## src/prime_power_shape_codec_macros.svh

```systemverilog
// Assertion macros for the prime-power shape codec.
// Used by the codec top level and its divider; expects clk and rst in scope.
`ifndef PRIME_POWER_SHAPE_CODEC_MACROS_SVH
`define PRIME_POWER_SHAPE_CODEC_MACROS_SVH

`ifndef SYNTHESIS
// Same-cycle implication.
`define PPSC_ASSERT_COMB(label, ante, cons) \
  label: assert property (@(posedge clk) disable iff (rst) (ante) |-> (cons)) \
    else $error("ppsc: same-cycle check failed");
// Next-cycle implication.
`define PPSC_ASSERT_NEXT(label, ante, cons) \
  label: assert property (@(posedge clk) disable iff (rst) (ante) |=> (cons)) \
    else $error("ppsc: next-cycle check failed");
`else
`define PPSC_ASSERT_COMB(label, ante, cons)
`define PPSC_ASSERT_NEXT(label, ante, cons)
`endif

`endif

```

## src/ppsc_pkg.sv

```systemverilog
// Shared types, constants and helper functions of the prime-power shape codec.
// No dependencies; used by ppsc_mul_unit, ppsc_div_unit and the top level.
package ppsc_pkg;

  localparam int NUM_DIMS    = 5;
  localparam int DIM_W       = 3;
  localparam int SIG_W       = 128;
  localparam int HALF_W      = SIG_W / 2;
  localparam int PRIME_W     = 4;
  localparam int LIM_W       = 5;
  localparam int CNT_W       = LIM_W + 1;
  localparam int EXP_IN_W    = 8;
  localparam int EXP_OUT_W   = 7;
  localparam int CFG_IDX_W   = 3;
  localparam int BYTE_W      = 8;
  localparam int DIV_STEPS   = SIG_W / BYTE_W;
  localparam int DIV_CNT_W   = $clog2(DIV_STEPS);

  localparam logic OP_ENCODE = 1'b0;
  localparam logic OP_DECODE = 1'b1;

  typedef enum logic [CFG_IDX_W-1:0] {
    CFG_MAX_MODALITY = 3'd0,
    CFG_MAX_DEPTH    = 3'd1,
    CFG_MAX_CONTEXT  = 3'd2,
    CFG_MAX_SALIENCE = 3'd3,
    CFG_MAX_AUTONOMY = 3'd4
  } cfg_idx_t;

  typedef enum logic [2:0] {
    ST_IDLE,
    ST_ENC,
    ST_DIV_START,
    ST_DIV_WAIT,
    ST_FINISH
  } state_t;

  typedef struct packed {
    logic               start;
    logic [PRIME_W-1:0] prime;
  } div_ctrl_t;

  typedef struct packed {
    logic               busy;
    logic               done;
    logic [PRIME_W-1:0] rem;
  } div_stat_t;

  function automatic logic [PRIME_W-1:0] prime_of(input logic [DIM_W-1:0] dim);
    logic [PRIME_W-1:0] p;
    case (dim)
      3'd0:    p = 4'd2;
      3'd1:    p = 4'd3;
      3'd2:    p = 4'd5;
      3'd3:    p = 4'd7;
      3'd4:    p = 4'd11;
      default: p = 4'd2;
    endcase
    return p;
  endfunction

  function automatic logic [LIM_W-1:0] lim_reset(input logic [DIM_W-1:0] dim);
    logic [LIM_W-1:0] v;
    case (dim)
      3'd1, 3'd2: v = 5'd16;
      default:    v = 5'd8;
    endcase
    return v;
  endfunction

endpackage

```

## src/ppsc_mul_unit.sv

```systemverilog
// Multiplies the 128-bit running product by a small prime and flags overflow.
// Depends on ppsc_pkg.
module ppsc_mul_unit (
  input  logic [ppsc_pkg::SIG_W-1:0]   acc,
  input  logic [ppsc_pkg::PRIME_W-1:0] prime,
  output logic [ppsc_pkg::SIG_W-1:0]   prod,
  output logic                         ovf
);

  localparam int WIDE_W = ppsc_pkg::SIG_W + ppsc_pkg::PRIME_W;

  logic [WIDE_W-1:0] wide;

  assign wide = WIDE_W'(acc) * WIDE_W'(prime);
  assign prod = wide[ppsc_pkg::SIG_W-1:0];
  // anything above bit 127 means the product no longer fits
  assign ovf  = |wide[WIDE_W-1:ppsc_pkg::SIG_W];

endmodule

```

## src/ppsc_div_unit.sv

```systemverilog
// Byte-serial divider of a 128-bit value by a small prime, MSB byte first.
// Depends on ppsc_pkg and prime_power_shape_codec_macros.svh.
`include "prime_power_shape_codec_macros.svh"

module ppsc_div_unit (
  input  logic                        clk,
  input  logic                        rst,
  input  ppsc_pkg::div_ctrl_t         ctrl,
  input  logic [ppsc_pkg::SIG_W-1:0]  num_in,
  output ppsc_pkg::div_stat_t         stat,
  output logic [ppsc_pkg::SIG_W-1:0]  quo
);

  logic [ppsc_pkg::SIG_W-1:0]     num;
  logic [ppsc_pkg::PRIME_W-1:0]   rem;
  logic [ppsc_pkg::PRIME_W-1:0]   rem_next;
  logic [ppsc_pkg::PRIME_W-1:0]   prime;
  logic [ppsc_pkg::BYTE_W-1:0]    qbyte;
  logic [ppsc_pkg::DIV_CNT_W-1:0] cnt;
  logic                           busy;
  logic                           done_r;

  // eight restoring steps on a narrow remainder
  always_comb begin
    logic [ppsc_pkg::PRIME_W:0]   t;
    logic [ppsc_pkg::PRIME_W-1:0] r;
    r     = rem;
    qbyte = '0;
    for (int j = 0; j < ppsc_pkg::BYTE_W; j++) begin
      t = {r, num[ppsc_pkg::SIG_W-1-j]};
      if (t >= {1'b0, prime}) begin
        qbyte[ppsc_pkg::BYTE_W-1-j] = 1'b1;
        t = t - {1'b0, prime};
      end
      r = t[ppsc_pkg::PRIME_W-1:0];
    end
    rem_next = r;
  end

  always_ff @(posedge clk) begin
    if (rst) begin
      busy   <= 1'b0;
      done_r <= 1'b0;
      cnt    <= '0;
    end else begin
      done_r <= 1'b0;
      if (ctrl.start) begin
        busy <= 1'b1;
        cnt  <= '0;
      end else if (busy) begin
        cnt <= cnt + 1'b1;
        if (cnt == ppsc_pkg::DIV_CNT_W'(ppsc_pkg::DIV_STEPS - 1)) begin
          busy   <= 1'b0;
          done_r <= 1'b1;
        end
      end
    end
  end

  always_ff @(posedge clk) begin
    if (ctrl.start) begin
      num   <= num_in;
      prime <= ctrl.prime;
      rem   <= '0;
    end else if (busy) begin
      num <= num << ppsc_pkg::BYTE_W;
      quo <= {quo[ppsc_pkg::SIG_W-ppsc_pkg::BYTE_W-1:0], qbyte};
      rem <= rem_next;
    end
  end

  assign stat.busy = busy;
  assign stat.done = done_r;
  assign stat.rem  = rem;

  `PPSC_ASSERT_COMB(a_start_when_idle, ctrl.start, !busy && !done_r)
  `PPSC_ASSERT_NEXT(a_start_goes_busy, ctrl.start, busy && !done_r)
  `PPSC_ASSERT_COMB(a_rem_below_prime, busy || done_r, rem < prime)

endmodule

```

## src/prime_power_shape_codec.sv

```systemverilog
// Top level of the prime-power shape codec: config registers, sequencer, result register.
// Depends on ppsc_pkg, ppsc_mul_unit, ppsc_div_unit and the assertion macro header.
//
//   channel  signals                                    direction
//   in       in_valid/in_ready, opcode, in_*            to block
//   out      out_valid/out_ready, ok, out_*             from block
//   cfg      cfg_valid/cfg_ready, cfg_index, cfg_data   to block
//
// Encode: one multiply by a prime per cycle.
// Decode: trial divisions, one per factor divided out and one failing trial per prime,
// stopping early once an exponent passes its maximum or a prime does not divide at all;
// the byte-serial divider works through each 128-bit division one byte at a time.
// Reset restores the maxima to 8, 16, 16, 8, 8; no clearing pass. cfg_ready stays high.
// One item at a time; a new item is taken while the last result waits on out_ready.
`include "prime_power_shape_codec_macros.svh"

module prime_power_shape_codec (
  input  logic                              clk,
  input  logic                              rst,
  input  logic                              in_valid,
  output logic                              in_ready,
  input  logic                              opcode,
  input  logic [ppsc_pkg::EXP_IN_W-1:0]     in_modality,
  input  logic [ppsc_pkg::EXP_IN_W-1:0]     in_depth,
  input  logic [ppsc_pkg::EXP_IN_W-1:0]     in_context,
  input  logic [ppsc_pkg::EXP_IN_W-1:0]     in_salience,
  input  logic [ppsc_pkg::EXP_IN_W-1:0]     in_autonomy,
  input  logic [ppsc_pkg::HALF_W-1:0]       in_sig_hi,
  input  logic [ppsc_pkg::HALF_W-1:0]       in_sig_lo,
  output logic                              out_valid,
  input  logic                              out_ready,
  output logic                              ok,
  output logic [ppsc_pkg::HALF_W-1:0]       out_sig_hi,
  output logic [ppsc_pkg::HALF_W-1:0]       out_sig_lo,
  output logic [ppsc_pkg::EXP_OUT_W-1:0]    out_modality,
  output logic [ppsc_pkg::EXP_OUT_W-1:0]    out_depth,
  output logic [ppsc_pkg::EXP_OUT_W-1:0]    out_context,
  output logic [ppsc_pkg::EXP_OUT_W-1:0]    out_salience,
  output logic [ppsc_pkg::EXP_OUT_W-1:0]    out_autonomy,
  input  logic                              cfg_valid,
  output logic                              cfg_ready,
  input  logic [ppsc_pkg::CFG_IDX_W-1:0]    cfg_index,
  input  logic [ppsc_pkg::LIM_W-1:0]        cfg_data
);

  localparam int NUM_DIMS = ppsc_pkg::NUM_DIMS;
  localparam int DIM_W    = ppsc_pkg::DIM_W;
  localparam int SIG_W    = ppsc_pkg::SIG_W;
  localparam int LIM_W    = ppsc_pkg::LIM_W;
  localparam int CNT_W    = ppsc_pkg::CNT_W;

  ppsc_pkg::state_t state, state_next;

  logic [LIM_W-1:0]              lim     [NUM_DIMS];
  logic [LIM_W-1:0]              exps    [NUM_DIMS];
  logic [LIM_W-1:0]              dec_exp [NUM_DIMS];
  logic [ppsc_pkg::EXP_IN_W-1:0] in_exp  [NUM_DIMS];
  logic [SIG_W-1:0]              acc;
  logic [DIM_W-1:0]              dim;
  logic [CNT_W-1:0]              cnt;
  logic [CNT_W-1:0]              cnt_inc;
  logic                          op;
  logic                          good;

  logic                          in_xfer;
  logic                          out_free;
  logic                          enc_ok_in;
  logic                          dec_ok_in;
  logic                          dim_end;
  logic [LIM_W-1:0]              lim_cur;
  logic [LIM_W-1:0]              exp_cur;
  logic [ppsc_pkg::PRIME_W-1:0]  prime_cur;
  logic                          enc_step_done;
  logic                          lim_over;

  logic [SIG_W-1:0]              mul_prod;
  logic                          mul_ovf;
  ppsc_pkg::div_ctrl_t           div_ctrl;
  ppsc_pkg::div_stat_t           div_stat;
  logic [SIG_W-1:0]              div_quo;

  logic [SIG_W-1:0]                   res_sig;
  logic [ppsc_pkg::EXP_OUT_W-1:0]     res_exp [NUM_DIMS];
  logic                               res_sig_zero;
  logic                               res_exp_zero;

  assign in_exp[0] = in_modality;
  assign in_exp[1] = in_depth;
  assign in_exp[2] = in_context;
  assign in_exp[3] = in_salience;
  assign in_exp[4] = in_autonomy;

  assign cfg_ready = 1'b1;
  assign in_ready  = (state == ppsc_pkg::ST_IDLE);
  assign in_xfer   = in_valid && in_ready;
  assign out_free  = !out_valid || out_ready;

  // config registers
  always_ff @(posedge clk) begin
    if (rst) begin
      for (int i = 0; i < NUM_DIMS; i++) begin
        lim[i] <= ppsc_pkg::lim_reset(DIM_W'(i));
      end
    end else if (cfg_valid && cfg_ready) begin
      unique case (ppsc_pkg::cfg_idx_t'(cfg_index))
        ppsc_pkg::CFG_MAX_MODALITY: lim[0] <= {1'b0, cfg_data[LIM_W-2:0]};
        ppsc_pkg::CFG_MAX_DEPTH:    lim[1] <= cfg_data;
        ppsc_pkg::CFG_MAX_CONTEXT:  lim[2] <= cfg_data;
        ppsc_pkg::CFG_MAX_SALIENCE: lim[3] <= {1'b0, cfg_data[LIM_W-2:0]};
        ppsc_pkg::CFG_MAX_AUTONOMY: lim[4] <= {1'b0, cfg_data[LIM_W-2:0]};
        default: ;
      endcase
    end
  end

  // range check of the incoming exponents and the trivial-signature test
  always_comb begin
    enc_ok_in = 1'b1;
    for (int i = 0; i < NUM_DIMS; i++) begin
      if (in_exp[i] == '0 || in_exp[i] > ppsc_pkg::EXP_IN_W'(lim[i])) begin
        enc_ok_in = 1'b0;
      end
    end
  end
  assign dec_ok_in = (|in_sig_hi) || (|in_sig_lo[ppsc_pkg::HALF_W-1:1]);

  assign dim_end   = (dim == DIM_W'(NUM_DIMS));
  assign lim_cur   = dim_end ? '0 : lim[dim];
  assign exp_cur   = dim_end ? '0 : exps[dim];
  assign prime_cur = ppsc_pkg::prime_of(dim);
  assign cnt_inc   = cnt + 1'b1;
  assign enc_step_done = (cnt == CNT_W'(exp_cur));
  assign lim_over  = (cnt_inc > CNT_W'(lim_cur));

  ppsc_mul_unit u_mul (
    .acc   (acc),
    .prime (prime_cur),
    .prod  (mul_prod),
    .ovf   (mul_ovf)
  );

  assign div_ctrl.start = (state == ppsc_pkg::ST_DIV_START) && !dim_end;
  assign div_ctrl.prime = prime_cur;

  ppsc_div_unit u_div (
    .clk    (clk),
    .rst    (rst),
    .ctrl   (div_ctrl),
    .num_in (acc),
    .stat   (div_stat),
    .quo    (div_quo)
  );

  always_ff @(posedge clk) begin
    if (rst) begin
      state <= ppsc_pkg::ST_IDLE;
    end else begin
      state <= state_next;
    end
  end

  always_comb begin
    state_next = state;
    unique case (state)
      ppsc_pkg::ST_IDLE: begin
        if (in_xfer) begin
          if (opcode == ppsc_pkg::OP_DECODE) begin
            state_next = dec_ok_in ? ppsc_pkg::ST_DIV_START : ppsc_pkg::ST_FINISH;
          end else begin
            state_next = enc_ok_in ? ppsc_pkg::ST_ENC : ppsc_pkg::ST_FINISH;
          end
        end
      end
      ppsc_pkg::ST_ENC: begin
        if (dim_end || (!enc_step_done && mul_ovf)) begin
          state_next = ppsc_pkg::ST_FINISH;
        end
      end
      ppsc_pkg::ST_DIV_START: begin
        state_next = dim_end ? ppsc_pkg::ST_FINISH : ppsc_pkg::ST_DIV_WAIT;
      end
      ppsc_pkg::ST_DIV_WAIT: begin
        if (div_stat.done) begin
          if ((div_stat.rem == '0 && lim_over) || (div_stat.rem != '0 && cnt == '0)) begin
            state_next = ppsc_pkg::ST_FINISH;
          end else begin
            state_next = ppsc_pkg::ST_DIV_START;
          end
        end
      end
      ppsc_pkg::ST_FINISH: begin
        if (out_free) begin
          state_next = ppsc_pkg::ST_IDLE;
        end
      end
      default: state_next = ppsc_pkg::ST_IDLE;
    endcase
  end

  // working registers of the sequencer
  always_ff @(posedge clk) begin
    case (state)
      ppsc_pkg::ST_IDLE: begin
        if (in_xfer) begin
          op   <= opcode;
          good <= (opcode == ppsc_pkg::OP_DECODE) ? dec_ok_in : enc_ok_in;
          acc  <= (opcode == ppsc_pkg::OP_DECODE) ? {in_sig_hi, in_sig_lo} : SIG_W'(1);
          dim  <= '0;
          cnt  <= '0;
          for (int i = 0; i < NUM_DIMS; i++) begin
            exps[i]    <= in_exp[i][LIM_W-1:0];
            dec_exp[i] <= '0;
          end
        end
      end
      ppsc_pkg::ST_ENC: begin
        if (!dim_end) begin
          if (enc_step_done) begin
            dim <= dim + 1'b1;
            cnt <= '0;
          end else if (mul_ovf) begin
            good <= 1'b0;
          end else begin
            acc <= mul_prod;
            cnt <= cnt_inc;
          end
        end
      end
      ppsc_pkg::ST_DIV_START: begin
        // residue must be exactly one once every prime is divided out
        if (dim_end && acc != SIG_W'(1)) begin
          good <= 1'b0;
        end
      end
      ppsc_pkg::ST_DIV_WAIT: begin
        if (div_stat.done) begin
          if (div_stat.rem == '0) begin
            acc <= div_quo;
            cnt <= cnt_inc;
            if (lim_over) begin
              good <= 1'b0;
            end
          end else begin
            dec_exp[dim] <= cnt[LIM_W-1:0];
            dim          <= dim + 1'b1;
            cnt          <= '0;
            if (cnt == '0) begin
              good <= 1'b0;
            end
          end
        end
      end
      default: ;
    endcase
  end

  // result register
  always_ff @(posedge clk) begin
    if (rst) begin
      out_valid <= 1'b0;
    end else if (state == ppsc_pkg::ST_FINISH && out_free) begin
      out_valid <= 1'b1;
    end else if (out_ready) begin
      out_valid <= 1'b0;
    end
  end

  always_ff @(posedge clk) begin
    if (state == ppsc_pkg::ST_FINISH && out_free) begin
      ok      <= good;
      res_sig <= (good && op == ppsc_pkg::OP_ENCODE) ? acc : '0;
      for (int i = 0; i < NUM_DIMS; i++) begin
        res_exp[i] <= (good && op == ppsc_pkg::OP_DECODE) ?
                      ppsc_pkg::EXP_OUT_W'(dec_exp[i]) : '0;
      end
    end
  end

  assign out_sig_hi   = res_sig[SIG_W-1:ppsc_pkg::HALF_W];
  assign out_sig_lo   = res_sig[ppsc_pkg::HALF_W-1:0];
  assign out_modality = res_exp[0];
  assign out_depth    = res_exp[1];
  assign out_context  = res_exp[2];
  assign out_salience = res_exp[3];
  assign out_autonomy = res_exp[4];

  assign res_sig_zero = (out_sig_hi == '0) && (out_sig_lo == '0);
  assign res_exp_zero = (out_modality == '0) && (out_depth == '0) && (out_context == '0) &&
                        (out_salience == '0) && (out_autonomy == '0);

  `PPSC_ASSERT_NEXT(a_busy_after_accept, in_valid && in_ready, !in_ready)
  `PPSC_ASSERT_COMB(a_reject_is_zero, out_valid && !ok, res_sig_zero && res_exp_zero)
  `PPSC_ASSERT_COMB(a_ok_one_kind, out_valid && ok, res_sig_zero != (out_modality == '0))

endmodule

```

## config.mk

```make
export PLATFORM = sky130hd
export DESIGN_NAME = prime_power_shape_codec
export DESIGN_NICKNAME = d
export VERILOG_FILES = /design/src/ppsc_pkg.sv /design/src/ppsc_mul_unit.sv /design/src/ppsc_div_unit.sv /design/src/prime_power_shape_codec.sv
export VERILOG_INCLUDE_DIRS = /design/src /design/src/src
export SDC_FILE = /design/constraint.sdc
export NUM_CORES = 2
export LEC_CHECK = 0
export BUFFER_PORTS_ARGS = -buffer_cell sky130_fd_sc_hd__clkbuf_2
export CAP_MARGIN = 20
export CELL_PAD_IN_SITES_DETAIL_PLACEMENT = 0
export CELL_PAD_IN_SITES_GLOBAL_PLACEMENT = 1
export CORE_MARGIN = 5
export CORE_UTILIZATION = 45
export CTS_CLUSTER_SIZE = 25
export DETAILED_ROUTE_END_ITERATION = 8
export GPL_ROUTABILITY_DRIVEN = 1
export GPL_TIMING_DRIVEN = 0
export HOLD_SLACK_MARGIN = 0.05
export PLACE_DENSITY = 0.88
export SETUP_SLACK_MARGIN = 0.4
export SYNTH_ARGS = -nofsm -noshare
export SYNTH_HDL_FRONTEND = slang
export SYNTH_SLANG_ARGS = --single-unit
export TNS_END_PERCENT = 10
```

## constraint.sdc

```tcl
create_clock -name clk -period 35.5 [get_ports clk]
set_input_delay 7.1 -clock clk [delete_from_list [all_inputs] [get_ports clk]]
set_output_delay 7.1 -clock clk [all_outputs]
set_load 0.05 [all_outputs]
```

[Word-level counts from Yosys, hierarchy flattened]
Memory sizes are Yosys's and may differ from the RTL's. A register that Yosys moved wholly into a read port is not among the register bits.
Cells that the tools add are included.
Widths: inputs -> output; s select.
Word-level totals
  memory bits (read-only): 0
  flip-flop bits (word level): 542
  logic and storage cells: 255
  RAM bits: 100
  memories kept: 4
  latch bits: 0
Memories
  dec_exp: depth 5, bits a word 5, read ports 5, clocked after Yosys merged registers in 0, write ports 5, line prime_power_shape_codec.sv:56  | logic [LIM_W-1:0] dec_exp [NUM_DIMS];
  exps: depth 5, bits a word 5, read ports 1, clocked after Yosys merged registers in 1, write ports 5, line prime_power_shape_codec.sv:55  | logic [LIM_W-1:0] exps [NUM_DIMS];
  lim: depth 5, bits a word 5, read ports 6, clocked after Yosys merged registers in 1, write ports 5, line prime_power_shape_codec.sv:54  | logic [LIM_W-1:0] lim [NUM_DIMS];
  res_exp: depth 5, bits a word 5, read ports 5, clocked after Yosys merged registers in 0, write ports 5, line prime_power_shape_codec.sv:83  | logic [ppsc_pkg::EXP_OUT_W-1:0] res_exp [NUM_DIMS];
Operators by class
  multiply operators: 1
  multiplexer cells: 122
  magnitude comparators: 14
  bitwise logic cells: 8
  equal/unequal tests: 31
  reduce and logical (&&, ||, !) cells: 48
  divide/modulo/power cells: 0
  add/subtract/negate cells: 11
  shift operators: 0
Operators by type and width (count)
  $mux 128: 9
  $pmux 128 s3: 1
  $mul 128x4->132: 1
  $ne 128x1->1 const B: 1
  $mux 5: 15
  $reduce_or 64->1: 1
  $reduce_or 63->1: 1
  $mux 1: 61
  $mux 3: 17
  $ge 5x4->1: 8
  $gt 8x5->1: 5
  $logic_not 8->1: 5
  $mux 6: 6
  $mux 4: 8
  $sub 4x4->4: 8
  $eq 3x2->1 const B: 6
  $ne 2x2->1 const B: 9
  $pmux 6 s3: 1
  $pmux 4 s4: 1
  $pmux 3 s5: 1
  $eq 3x3->1 const B: 4
  $eq 3x1->1 const B: 3
  $logic_and 1x1->1: 9
  $logic_or 1x1->1: 9
  other kinds (29): 45

[Longest topological paths before layout]
  word-level depth: 16
  depth in mapped cells: 65
  depth with buffers taken out: 64

[Cells and area by module]
Synthesis repeated with hierarchy kept, for this count alone.
Unflattened totals
  cells, all modules: 4716
  area total of the unflattened synthesis: 47888.4 um2
Modules (own cells, without submodules)
  ppsc_mul_unit: seq. area each 0.0 um2, instances 1, area an instance 18459.0 um2, cells an instance 2613
  prime_power_shape_codec: seq. area each 11100.6 um2, instances 1, area an instance 17834.6 um2, cells an instance 1425
  ppsc_div_unit: seq. area each 8007.7 um2, instances 1, area an instance 11594.9 um2, cells an instance 678

[Worst setup path before layout]
No wires, ideal clock.
  path type: input port to flip-flop
  from: in in_valid
  to: reg acc[0] (enable)
  arrival: 16764 ps
  setup time: 805 ps
  slack: 17932 ps
  cell stages on the path: 4
  path buffers: 0
  required time: 34695 ps
  path through: nor3_1 -> nor3_1 -> nand2_1 -> a211oi_1
Between the ends
  word-level cells in the longest chain between the ends: 3
Ends and longest elaborated chain
  from (decl): line prime_power_shape_codec.sv:20  | input logic in_valid,
  $logic_and 1x1->1: line prime_power_shape_codec.sv:95  | assign in_xfer = in_valid && in_ready;
  $ne 2x1->1 (no line)
  $reduce_and 7->1 (no line)
  to (signal assigned): line prime_power_shape_codec.sv:207  | acc <= (opcode == ppsc_pkg::OP_DECODE) ? {in_sig_hi, in_sig_lo} : SIG_W'(1);
  to (signal assigned): line prime_power_shape_codec.sv:224  | acc <= mul_prod;
  to (signal assigned): line prime_power_shape_codec.sv:238  | acc <= div_quo;
  to (decl): line prime_power_shape_codec.sv:58  | logic [SIG_W-1:0] acc;
Every way passes these cells.
A chain may end at the register's enable or synchronous reset.

[Final worst setup path]
  from: reg u_div.prime[1] (netlist bit)
  to: reg u_div.rem[0] (netlist bit)
Between the ends
  word-level cells in the longest chain between the ends: 16
Ends and longest elaborated chain
  from (decl): line ppsc_div_unit.sv:17  | logic [ppsc_pkg::PRIME_W-1:0] prime;
  from (signal assigned): line ppsc_div_unit.sv:63  | prime <= ctrl.prime;
  $sub 4x4->4 / $ge 5x4->1 (equally long branches): line ppsc_div_unit.sv:33, ppsc_div_unit.sv:31
  $mux 4: line ppsc_div_unit.sv:31  | if (t >= {1'b0, prime}) begin
  $sub 4x4->4 / $ge 5x4->1 (equally long branches): line ppsc_div_unit.sv:33, ppsc_div_unit.sv:31
  $mux 4: line ppsc_div_unit.sv:31
  $sub 4x4->4 / $ge 5x4->1 (equally long branches): line ppsc_div_unit.sv:33, ppsc_div_unit.sv:31
  $mux 4: line ppsc_div_unit.sv:31
  $ge 5x4->1 / $sub 4x4->4 (equally long branches): line ppsc_div_unit.sv:31, ppsc_div_unit.sv:33
  $mux 4: line ppsc_div_unit.sv:31
  $sub 4x4->4 / $ge 5x4->1 (equally long branches): line ppsc_div_unit.sv:33, ppsc_div_unit.sv:31
  $mux 4: line ppsc_div_unit.sv:31
  $sub 4x4->4 / $ge 5x4->1 (equally long branches): line ppsc_div_unit.sv:33, ppsc_div_unit.sv:31
  $mux 4: line ppsc_div_unit.sv:31
  $sub 4x4->4 / $ge 5x4->1 (equally long branches): line ppsc_div_unit.sv:33, ppsc_div_unit.sv:31
  $mux 4: line ppsc_div_unit.sv:31
  $ge 5x4->1 (*): line ppsc_div_unit.sv:31
  $mux 4 (*): line ppsc_div_unit.sv:31
  to (signal assigned): line ppsc_div_unit.sv:68  | rem <= rem_next;
  to (decl): line ppsc_div_unit.sv:15  | logic [ppsc_pkg::PRIME_W-1:0] rem;
Mark *: on every way between the ends. The rest lies on a longest branch, timed or not.

==> flow_summary.json <==
{
  "timing_worst_setup_path_type": "reg -> reg",
  "avgViaCountPerCell": 5.86,
  "timing.final.crit_share": 0.401,
  "most_area_hungry_cell_type_in_the_yosys_netlist": "sky130_fd_sc_hd__edfxtp_1",
  "slowest_stage": "sky130_fd_sc_hd__edfxtp_1",
  "crit_end_element": "flip-flop",
  "vias": 37858,
  "antenna_violations_before_repair": 9,
  "slew_violations": 0,
  "setup-violations-final": 0,
  "synthTopCellsByCount": "sky130_fd_sc_hd__nand2_1 (954), sky130_fd_sc_hd__edfxtp_1 (625), sky130_fd_sc_hd__inv_1 (342)",
  "worst-path-buf-inv": 7,
  "final_core_util": 0.515,
  "largest_net_degree_at_the_start_of_global_routing": 109,
  "initialDrtViolationCount": 3765,
  "post-synth-top-area-fraction": 0.414,
  "netlist_instances": 4656,
  "ctsHoldBuffers": 0,
  "first_pass_iters": 7,
  "route.antenna.remaining_nets": 0,
  "worst-endpoint-required_ps": 36110,
  "flow.area_growth_from_synthesis_pct": 13.6,
  "cpPeakStageDelay_ps": 710,
  "cts.path.max_buffers": 3,
  "place_inst": 6319,
  "route.met2.wl_mm": 71.2,
  "clkSinkCount": 642,
  "crit_top_cell": "sky130_fd_sc_hd__ha_1",
  "finalNetCount": 5744,
  "final-hold-violation-count": 0,
  "synthesis.area_um2": 45300,
  "critical_path_arrival_ps": 14840,
  "num_rows": 116,
  "post_cts_clock_slew_at_the_launch_and_capture_registers_of_the_worst_setup_and_hold_paths_ps": 70,
  "hold_path_class": "reg -> reg",
  "worst_clock_skew_ps": 45.5,
  "wirelength_mm": 160,
  "critPathLaunchType": "flip-flop",
  "timing.final.crit_period_ps": 14230,
  "numCtsBuffers": 76,
  "fp.coreArea_um2": 100000,
  "synth_seq_area_share": 0.421,
  "number_of_setup_buffers_added_after_cts": 0,
  "place.gp.congestion": 0.992,
  "dieWidth_um": 327,
  "max_clock_freq_mhz": 70.3,
  "cpLargestDelayFamily": "compound AO/OA/AOI/OAI gates",
  "ctsRootBufferMaster": "sky130_fd_sc_hd__clkbuf_16",
  "fp.dieH_um": 327,
  "synth.top_cells.by_area": "sky130_fd_sc_hd__edfxtp_1 (41%), sky130_fd_sc_hd__fa_1 (11%), sky130_fd_sc_hd__nand2_1 (7.9%)",
  "status": "completed",
  "first_pass_grt_wire_length_mm": 234,
  "first_global_vias": 36812,
  "insertion_delay_ps": 690,
  "synth_async_sr_flop_share": 0,
  "route.top_layer_used": "met5",
  "globalRoute.totalOverflow": 0,
  "synthDistinctLibCells": 90,
  "post_cts_resized": 0,
  "place_hpwl_mm": 126,
  "synthesis.yosys.warnings": 0,
  "final.setup.tns_ps": 0,
  "htreeDepth": 3,
  "tightestPinTransition_ps": 1160,
  "fin_worst_hold_slack_ps": 440,
  "slew_headroom": 0.218,
  "initial_core_util": 0.453,
  "synthesis.area_per_instance_um2": 9.74,
  "gr-usage-all-layers": 0.290,
  "synthMostInstantiatedCell": "sky130_fd_sc_hd__nand2_1",
  "fp.dieArea_um2": 107000,
  "rsz0062_at_grt": "no",
  "timing.max_cap.violations": 0,
  "fillerInstances": 9181,
  "fraction_of_layout_cells_with_a_size_suffix_above_1": 0.108,
  "routed_wire_length_per_instance_um": 24.7,
  "boundaryPins": 349,
  "placement.io_buffers": 336,
  "predominant_post_synthesis_flop_cell": "sky130_fd_sc_hd__edfxtp_1",
  "post-route-drc-count": 0,
  "synth_enable_flop_cells": 625,
  "crit_path_max_fanout": 10,
  "detailroute.wirelength.met3_mm": 17.6,
  "layoutNonFillerInstCount": 6465,
  "cts_tree": "yes",
  "ys_seq_elements": 642,
  "met1Wirelength_mm": 63.7
}
[registers in the layout (all words and copies together), names as in the netlist, 3 cells and up, named ones only]
name         flops
acc            128
res_sig        128
u_div.num      128
u_div.quo      128
dec_exp         25
exps            25
res_exp         25
lim             22
cnt              6
u_div.cnt        4
u_div.prime      4
u_div.rem        4
dim              3
state            3
[logic make-up (layout without fill, tap and decap cells)]
logic type | Yosys count | count (layout) | synth area share
muxes | 50 | 50 | 0.0144
adders and majority gates | 462 | 462 | 0.171
other | 2 | 16 | 0.000166
DFF | 642 | 642 | 0.421
xor gates and xnor gates | 153 | 153 | 0.0296
and+or+nand+nor | 1892 | 1892 | 0.195
buffers and inverters | 601 | 1098 | 0.0512
AOI/OAI and AO/OA | 854 | 854 | 0.118
[per-stage QoR]
stage	setup WS (ps)	cell area (µm²)
final	21270	51500
after global routing	20190	51500
after CTS	21330	51500
after detailed placement	21420	49100
after global placement	10710	48700
after floorplan	17930	45400
[cell type report]
type	instances	area [µm²]	area share
plain buffers	255	1020	0.0199
flip-flops and latches	642	19100	0.371
multi-input cells	3422	24000	0.466
clock inverters	49	449	0.00872
repair buffers	357	2040	0.0397
diodes	5	12.5	0.000243
well taps	1298	1620	0.0315
inverters	346	1310	0.0255
clock buffers	91	1960	0.0380
[cells in the final DEF (no fill, tap or decap), types with 68 or more instances in the layout]
cell type	count
sky130_fd_sc_hd__fa_1	260
sky130_fd_sc_hd__xnor2_1	85
sky130_fd_sc_hd__clkbuf_2	340
sky130_fd_sc_hd__nor2_1	205
sky130_fd_sc_hd__ha_1	202
sky130_fd_sc_hd__edfxtp_1	625
sky130_fd_sc_hd__xor2_1	68
sky130_fd_sc_hd__nand3_1	75
sky130_fd_sc_hd__inv_1	340
sky130_fd_sc_hd__a21oi_1	251
sky130_fd_sc_hd__o21ai_0	248
sky130_fd_sc_hd__nor4_1	92
sky130_fd_sc_hd__clkbuf_16	76
sky130_fd_sc_hd__and2_1	301
sky130_fd_sc_hd__clkbuf_1	229
sky130_fd_sc_hd__nand2_1	954
sky130_fd_sc_hd__nand4_1	77
[metal layers]
layer,vias to the layer above,global-route usage
met5,-,0
met2,1896,0.451
met4,4,0.117
met3,325,0.0816
met1,18615,0.386
li1,17018,-
[final timing paths]
kind	startpoint	end	slack, ps	cells past startpoint
max reg2reg	u_div.prime[1]	u_div.rem[0]	21270	60
min	u_div.quo[27]	u_div.quo[35]	440	0
max	u_div.prime[1]	u_div.rem[0]	21270	60
min reg2reg	u_div.quo[27]	u_div.quo[35]	440	0
[worst register-to-register path, delay by kind of cell, from the launching register on]
kind / cells / cell delay [ps]
muxes: 7 / 2490
buffers and inverters: 7 / 1010
AOI/OAI and AO/OA: 27 / 5720
DFF: 1 / 710
and+or+nand+nor: 11 / 1750
adders and majority gates: 8 / 2510
Power is left out: the tool's default activity adds up to more than one toggle a clock period on the data nets, which glitch-free logic cannot reach.
